<file path="config.mk">
export PLATFORM = sky130hd
export DESIGN_NAME = lobm_front
export DESIGN_NICKNAME = d
export VERILOG_FILES = /design/src/lobm_pkg.sv /design/src/lobm_front.sv
export SDC_FILE = /design/constraint.sdc
export NUM_CORES = 1
export LEC_CHECK = 0
export BUFFER_PORTS_ARGS = -buffer_cell sky130_fd_sc_hd__buf_2
export CORE_MARGIN = 2
export CORE_UTILIZATION = 38
export CTS_CLUSTER_DIAMETER = 30
export DETAILED_ROUTE_END_ITERATION = 6
export RECOVER_POWER = 50
export SLEW_MARGIN = 10
export SYNTH_ARGS = -nofsm -noshare
export SYNTH_HDL_FRONTEND = slang
export SYNTH_SLANG_ARGS = --single-unit
</file>
<file path="constraint.sdc">
create_clock -name clk -period 7.1 [get_ports clk]
set_clock_uncertainty 0.15 [all_clocks]
set_input_delay 1.42 -clock clk [delete_from_list [all_inputs] [get_ports clk]]
set_output_delay 1.42 -clock clk [all_outputs]
set_load 0.02 [all_outputs]
</file>
<file path="src/lobm_pkg.sv">
`timescale 1ns / 1ps
`default_nettype none
package lobm_pkg;
	localparam int ORDER_SLOTS = 64;
	localparam int SLOT_W = $clog2(ORDER_SLOTS);
	localparam int QDEPTH = 2;

	localparam logic [1:0] FUNC_SUBMIT = 2'd0;
	localparam logic [1:0] FUNC_REST   = 2'd1;
	localparam logic [1:0] FUNC_CANCEL = 2'd2;
	localparam logic [1:0] FUNC_MODIFY = 2'd3;

	localparam logic [1:0] ST_OK       = 2'd0;
	localparam logic [1:0] ST_NOT_FND  = 2'd1;
	localparam logic [1:0] ST_FULL     = 2'd2;
	localparam logic [1:0] ST_ZERO_QTY = 2'd3;

	// classified request word passed from front to back
	typedef struct packed {
		logic [1:0]  func;
		logic [31:0] req_id;
		logic        side;
		logic [31:0] price;
		logic [31:0] quantity;
		logic        zero_qty;
	} req_t;
endpackage
`default_nettype wire

</file>
<file path="src/lobm_front.sv">
`timescale 1ns / 1ps
`default_nettype none
// Accepts requests, tags zero quantity, and queues them for the engine.
module lobm_front (
	input  wire                 clk,
	input  wire                 arst_n,
	input  wire                 in_valid,
	output logic                in_stall,
	input  wire  [1:0]          func,
	input  wire  [31:0]         req_id,
	input  wire                 side,
	input  wire  [31:0]         price,
	input  wire  [31:0]         quantity,
	output logic                q_valid,
	input  wire                 q_pop,
	output lobm_pkg::req_t      q_word
);
	localparam int PW = $clog2(lobm_pkg::QDEPTH);
	lobm_pkg::req_t mem_q [lobm_pkg::QDEPTH];
	logic [PW-1:0] wp_q, rp_q;
	logic [PW:0]   cnt_q;
	logic rdy_q;
	logic push, pop;

	// held off during reset and until the first edge after it
	assign in_stall = !rdy_q || (cnt_q == (PW+1)'(lobm_pkg::QDEPTH));
	assign push = in_valid && !in_stall;
	assign pop = q_pop && q_valid;
	assign q_valid = (cnt_q != '0);
	assign q_word = mem_q[rp_q];

	always_ff @(posedge clk) begin
		if (push) begin
			mem_q[wp_q] <= '{func: func, req_id: req_id, side: side, price: price,
				quantity: quantity, zero_qty: (quantity == 32'd0)};
		end
	end

	always_ff @(posedge clk or negedge arst_n) begin
		if (!arst_n) begin
			wp_q <= '0;
			rp_q <= '0;
			cnt_q <= '0;
			rdy_q <= 1'b0;
		end else begin
			rdy_q <= 1'b1;
			if (push) wp_q <= wp_q + PW'(1);
			if (pop) rp_q <= rp_q + PW'(1);
			cnt_q <= cnt_q + (PW+1)'(push) - (PW+1)'(pop);
		end
	end
endmodule
`default_nettype wire

</file>
==> out/qor.yml, run 1 <==
floorplan:
  start_util_pct: 39.01
  io_pins: 205
  die_x_microns: 148.8
  core_sq_um: 20430
  die-height_microns: 148.8
  dieArea_sq_um: 22150
  num_rows: 52
setup_path:
  arrival_ns: 2.67
  regToRegSetupSlack_ns: 3.60
  crit_family: "flip-flops"
  crit_required_ns: 5.53
  critical_path_class: "reg2out"
  end_kind: "output port"
  crit_path_start_kind: "register"
  slowest_delay_ns: 0.90
  crit_fanout: 40
  slowest_stage: "dfrtp_4"
  path_cells: "buf_4 -> mux2_2 -> buf_2"
  worst-path-buf-inv: 2
final_layout:
  stdcell_count: 883
  syn2layout_area_growth_pct: 31.13
  nFillCells: 1724
  fin_nets: 689
  drive_gt1_share_pct: 50.24
  diodes: 0
global_routing:
  track_usage_pct: 12.92
  grt_max_degree: 54
  grt_pass1_vias: 4252
  grt_remaining_overflow: 0
  grt_pass1_wl_mm: 22.04
  antenna_found_initial: 0
sta:
  slew_violations: 96
  rsz0062_at_grt: "no"
  tns_ns: 0
  setup_viol: 0
  final.min_clock_period_ns: 4.244
  layout_setup_ws_ns: 2.856
  fmax_ghz: 0.2356
  max_slew_margin_pct: -81.99
  hold_viol: 0
  holdWs_ns: 0.3531
  worst_pin_slew_ns: 2.730
  finalCritPeriodShare_pct: 59.77
placement:
  place_ws_ns: 3.336
  dp.cells: 812
  portBuffers: 204
  place_hpwl_mm: 9.544
  finalWeightedCongestion: 0.6800
clock_network:
  cts.sinks: 205
  clockBufferDepth: 3
  cts_resized: 0
  htreeDepth: 2
  numCtsBuffers: 40
  clk_pin_slew_worst_paths_ns: 0.05
  insertion_delay_ns: 0.49
  root_buffer: "clkbuf_16"
  cts_hold_buf: 0
  cts_setup_buffers: 0
  cts_tree: "done"
synthesis:
  synth_area_per_cell_sq_um: 23.24
  synth_nets: 448
  synthAdderAreaFrac_pct: 0.3140
  syn_area_sq_um: 7970
  synth_most_common_cell: "edfxtp_1"
  netlist_top_cells_area: "edfxtp_1 75%, mux2_4 17%, buf_12 2.3%, dfrtp_1 1.6%, mux2_2 1.4%"
  synth_top_area_share_pct: 75.35
  synthCells: 343
  synth_xor_area_share_pct: 0.4396
  synth_top_area_cell: "edfxtp_1"
  synth_common_cells: "200 x edfxtp_1, 90 x mux2_4, 10 x mux2_2, 9 x buf_12, 8 x nor4_1"
  ys_seq_area_share_pct: 76.92
  ys_types: 19
  synth-simple-area-share_pct: 1.083
  async_reset_ff_share_pct: 2.439
  synth_compound_area_share_pct: 0.2198
  ys_ff_latch: 205
  ys.flop_type: "edfxtp_1"
  synth_top_family_by_area: "multiplexers"
  synth_edf_count: 200
  yosys_warnings: 0
  muxShareOfSynthArea_pct: 18.37
routing:
  drt_pass1_iterations: 6
  ant_nets: 0
  routed_wl_mm: 14.62
  wl_per_cell_microns: 16.56
  via_count: 4009
  vias_per_cell: 4.540
  route.detailed.drc: 0
  drtIter0Drc: 102
power_and_ir_drop:
  power_uw: 4614
  p_sw_uw: 1295
  p_int_uw: 3319
  powerDensity_nw_per_um2: 441.5
  power_frac_comb_pct: 25.1
  netSwitchingFraction_pct: 28.07
  p_seq_share_pct: 35.0
  vdd_ir_drop_max_mv: 0.2334
  leakage_uw: 0.004008
  pwr-share-clk_pct: 39.9
status:
  violations: "capacitance limit, slew limit"
  outcome: "complete, but fails checks"
worst_hold_path:
  hold_path_class: "reg2reg"
job:
  drv_cap: 2
## through the flow
stage                     util, %  area (sq um)
after floorplan                 -          7970
after global placement      45.01          9196
after detailed placement    45.01          9196
after CTS                   51.62         10550
after global routing        51.16         10450
final                       51.16         10450
## cell families after synthesis
family                   count (synthesis)
adder cells (fa/ha/maj)                  2
AND/OR/NAND/NOR                         15
AO/OA/AOI/OAI                            2
multiplexers                           100
flip-flops                             205
XOR/XNOR                                 4
buffers and inverters                   14
other                                    1
## cell usage in the layout, fill, tap and decap left out, drive strengths merged
master / instances
nor2: 3
o21ai: 1
nor4: 8
clkinvlp: 6
buf: 144
xor2: 1
conb: 1
nand4: 2
inv: 3
ha: 2
bufinv: 6
or2: 1
edfxtp: 200
mux2: 100
dfrtp: 5
xnor2: 3
and2: 1
clkbuf: 111
o211ai: 1
clkinv: 14
## worst reg2reg max path, cell delays in order, from the launching register on
cell and delay [ns]:
dfrtp_1 0.40, inv_1 0.08, o211ai_1 0.28, nor2_4 0.17, clkbuf_1 1.94
## power by group through the flow
stage / logic, uW / clock network, uW / registers [uW]
after floorplan: 1010 / 0 / 1580
after global placement: 1180 / 0 / 1620
after detailed placement: 1190 / 0 / 1640
after CTS: 1190 / 1880 / 1620
after global routing: 1240 / 1940 / 1630
final: 1160 / 1840 / 1620
## final cells by class
| class | instances | area, sq um | area share, % |
|---|---|---|---|
| sequential | 205 | 6135 | 58.70 |
| clock inverter | 26 | 307.8 | 2.945 |
| inverter | 3 | 11.26 | 0.1077 |
| clock buffer | 45 | 1041 | 9.960 |
| multi-input combinational | 124 | 1642 | 15.71 |
| tap | 270 | 337.8 | 3.232 |
| timing repair buffer | 210 | 977.2 | 9.350 |
## state kept, by name, indices dropped and copies added (netlist names)
register and cells:
rdy_q 1, mem_q 200, cnt_q 2, rp_q 1
wp_q 1
## metal layers
layer / vias up / share of wire [%] / global-route usage [%]
li1: 1862 / - / -
met1: 1933 / 39 / 15.25
met2: 179 / 47 / 21.09
met3: 35 / 11 / 5.872
met4: 0 / 2.5 / 4.381
met5: - / 0 / 0
## path summary, 6_finish.rpt
kind                       startpoint  cells after the start      endpoint
max                              rp_q                      3    q_word[89]
min                          cnt_q[1]                      1      cnt_q[1]
max reg2reg                  cnt_q[1]                      4  mem_q[0][98]
min reg2reg                  cnt_q[1]                      1      cnt_q[1]
max in group asynchronous      arst_n                      1          rp_q
min in group asynchronous      arst_n                      1      cnt_q[0]
Power figures use the tool's default switching activity.
==> run 2, diff against run 1 <==
--- a/config.mk
+++ b/config.mk
@@ -5,6 +5,7 @@
 export SDC_FILE = /design/constraint.sdc
 export NUM_CORES = 1
 export LEC_CHECK = 0
+export ABC_AREA = 1
 export BUFFER_PORTS_ARGS = -buffer_cell sky130_fd_sc_hd__buf_2
 export CORE_MARGIN = 2
 export CORE_UTILIZATION = 38
==> constraint.sdc (replaced) <==
create_clock -name clk -period 3.85 [get_ports clk]
set_clock_uncertainty 0.15 [all_clocks]
set_input_delay 0.77 -clock clk [delete_from_list [all_inputs] [get_ports clk]]
set_output_delay 0.77 -clock clk [all_outputs]
set_load 0.02 [all_outputs]
==> run 2 against run 1 <==
- the flow now finishes without violations
- via count is 22% higher
- area after synthesis down 3.8%
- largest cell class unchanged
- first-iteration DRC count is 100% higher
- non-clock buffer count grew 2
- sequential power up 76%
==> out/qor.yml, run 2 <==
status:
  outcome: "complete, no violations"
final_layout:
  final_cell_mix: "312 x nand2_1, 200 x edfxtp_1, 151 x buf_2"
  syn2layout_area_growth_pct: 33.60
  largest_reg_flops: 200
  utilization_pct: 52.15
  drive_gt1_share_pct: 27.14
  layout_commonest_cell: "nand2_1"
  regArea_sq_um: 6135
  multi_input_area_sq_um: 1354
  fin_nets: 916
  largest-register: "mem_q"
  nFillCells: 1710
  reg.largest.list: "mem_q: 200 flops, cnt_q: 2 flops"
clock_network:
  insertion_delay_ns: 0.50
  cts_tree: "done"
  cts_resized: 0
  root_buffer: "clkbuf_16"
  clk_pin_slew_worst_paths_ns: 0.05
  cts_setup_buffers: 0
  numCtsBuffers: 42
  clockBufferDepth: 3
  htreeDepth: 2
  cts.sinks: 205
sta:
  fmax_ghz: 0.3364
  final.min_clock_period_ns: 2.972
  slew_violations: 0
  max_slew_margin_pct: 6.479
  rsz0062_at_grt: "no"
  finalCritPeriodShare_pct: 77.20
  worst_pin_slew_ns: 1.398
  tns_ns: 0
  hold_viol: 0
  setup_viol: 0
global_routing:
  use_met3_pct: 6.813
  grt_remaining_overflow: 0
  met1_usage_pct: 18.53
  top_usage_layer: "met2"
  grtUsageMet2_pct: 22.71
  grt_pass1_vias: 4711
  grt_max_degree: 101
  grt_pass1_wl_mm: 24.62
  antenna_found_initial: 2
  track_usage_pct: 14.77
setup_path:
  end_kind: "output port"
  crit_required_ns: 2.93
  crit_fanout: 28
  crit_path_start_kind: "register"
  arrival_ns: 2.05
  slowest_delay_ns: 0.49
  crit_family: "buffers and inverters"
  cp_common_cell: "nand2_1"
  slowest_stage: "dfrtp_4"
  worst-path-buf-inv: 3
  path_cells: "clkinv_2 -> buf_4 -> nand2_1 -> nand2_1 -> buf_2"
  critical_path_class: "reg2out"
synthesis:
  synth_edf_count: 200
  synth_most_common_cell: "nand2_1"
  ys.flop_type: "edfxtp_1"
  async_reset_ff_share_pct: 2.439
  netlist_top_cells_area: "edfxtp_1 78%, nand2_1 15%, dfrtp_1 1.6%, buf_6 1.5%, nor2_1 1.1%"
  synth_top_family_by_area: "simple AND/OR/NAND/NOR gates"
  ys_types: 15
  synthAdderAreaFrac_pct: 0.3262
  ys_seq_area_share_pct: 79.92
  syn_area_sq_um: 7671
  synth_top_area_share_pct: 78.29
  synth_area_per_cell_sq_um: 13.29
  synth_top_area_cell: "edfxtp_1"
  synth_nets: 682
  synthCells: 577
  synth_compound_area_share_pct: 0
  synth-simple-area-share_pct: 16.72
  ys_ff_latch: 205
  muxShareOfSynthArea_pct: 0
  synth_common_cells: "312 x nand2_1, 200 x edfxtp_1, 23 x nor2_1, 11 x buf_2, 10 x buf_6"
  yosys_warnings: 0
  synth_xor_area_share_pct: 0.4567
routing:
  wl_per_cell_microns: 14.33
  vias_per_cell: 4.406
  drtIter0Drc: 209
  route.detailed.drc: 0
  ant_nets: 0
  routed_wl_mm: 15.86
  drt_pass1_iterations: 4
  via_count: 4877
power_and_ir_drop:
  powerDensity_nw_per_um2: 840.5
  power_frac_comb_pct: 27.7
  vdd_ir_drop_max_mv: 0.5507
  p_sw_uw: 2863
  p_seq_share_pct: 33.1
  p_int_uw: 5751
  netSwitchingFraction_pct: 33.23
  pwr-share-clk_pct: 39.2
  leakage_uw: 0.004263
placement:
  place_hpwl_mm: 9.462
  portBuffers: 204
  finalWeightedCongestion: 0.7132
floorplan:
  die_x_microns: 146.1
  core_sq_um: 19650
  io_pins: 205
  dieArea_sq_um: 21340
  num_rows: 51
  die-height_microns: 146.1
  start_util_pct: 39.03
job:
  drv_cap: 0
worst_hold_path:
  hold_path_class: "in2reg"
run 2: cell count changes after synthesis, sizes merged, moves of 2 or more:
cell   before  now
nand4       2    0
inv         3    5
mux2      100    0
nor2        3   23
nand2       0  313
nor4        8    0
buf        11   22
run 2: metal layers:
| layer | up-vias | share of wire (%) |
|---|---|---|
| met4 | 2 | 2.1 |
| li1 | 2421 | - |
| met1 | 2216 | 43 |
| met2 | 204 | 45 |
| met3 | 34 | 10 |
| met5 | - | 0.082 |
run 2: repair_timing:
| action | in CTS | in global routing |
|---|---|---|
| hold buffers | 1 | 0 |
| endpoints found under the hold margin | 5 | 0 |
| endpoints found under the setup margin | 0 | 0 |
run 2: final cells by class:
| cell class | count | area share (%) |
|---|---|---|
| Clock buffer | 45 | 10.57 |
| Antenna cell | 2 | 0.04883 |
| Timing Repair Buffer | 212 | 10.27 |
| Clock inverter | 28 | 2.613 |
| Tap cell | 265 | 3.235 |
| Multi-Input combinational cell | 345 | 13.21 |
| Inverter | 5 | 0.1953 |
| Sequential cell | 205 | 59.86 |
run 2: path summary, 6_finish.rpt:
| path | startpoint | to | slack, ns | cells after the start |
|---|---|---|---|---|
| max | rp_q | q_word[14] | 0.88 | 5 |
| min | price[6] | mem_q[1][39] | 0.30 | 1 |
| max reg2reg | cnt_q[1] | mem_q[0][38] | 0.93 | 4 |
| min reg2reg | cnt_q[0] | cnt_q[0] | 0.39 | 1 |
| max in group asynchronous | arst_n | rp_q | 2.75 | 2 |
| min in group asynchronous | arst_n | wp_q | 0.56 | 2 |
run 2: metrics by stage:
| stage | worst slack [ns] | hold WS, ns | cell area (sq um) | total power (uW) | instances |
|---|---|---|---|---|---|
| final | 0.8778 | 0.3014 | 10250 | 8613 | 1107 |
| after global routing | 0.7119 | 0.2737 | 10240 | 9074 | 1105 |
| after CTS | 0.8154 | 0.2778 | 10320 | 8754 | 1105 |
| after detailed placement | 1.173 | 0.3817 | 8959 | 5336 | 1031 |
| after global placement | 1.189 | 0.3745 | 8959 | 5316 | 1031 |
| after floorplan | -0.3026 | 0.3244 | 7676 | 4540 | 577 |
run 2: power by group through the flow:
stage	logic [uW]	clock network (uW)	registers, uW
after floorplan	1640	0	2900
after global placement	2430	0	2890
after detailed placement	2440	0	2890
after CTS	2450	3450	2860
after global routing	2630	3570	2880
final	2380	3380	2850
run 2: kinds of logic (layout without fill, tap and decap cells):
family                   after synthesis  count (layout)
XOR/XNOR                               4               4
adder cells (fa/ha/maj)                2               2
buffers and inverters                 27             290
flip-flops                           205             205
other                                  1               3
AND/OR/NAND/NOR                      338             338
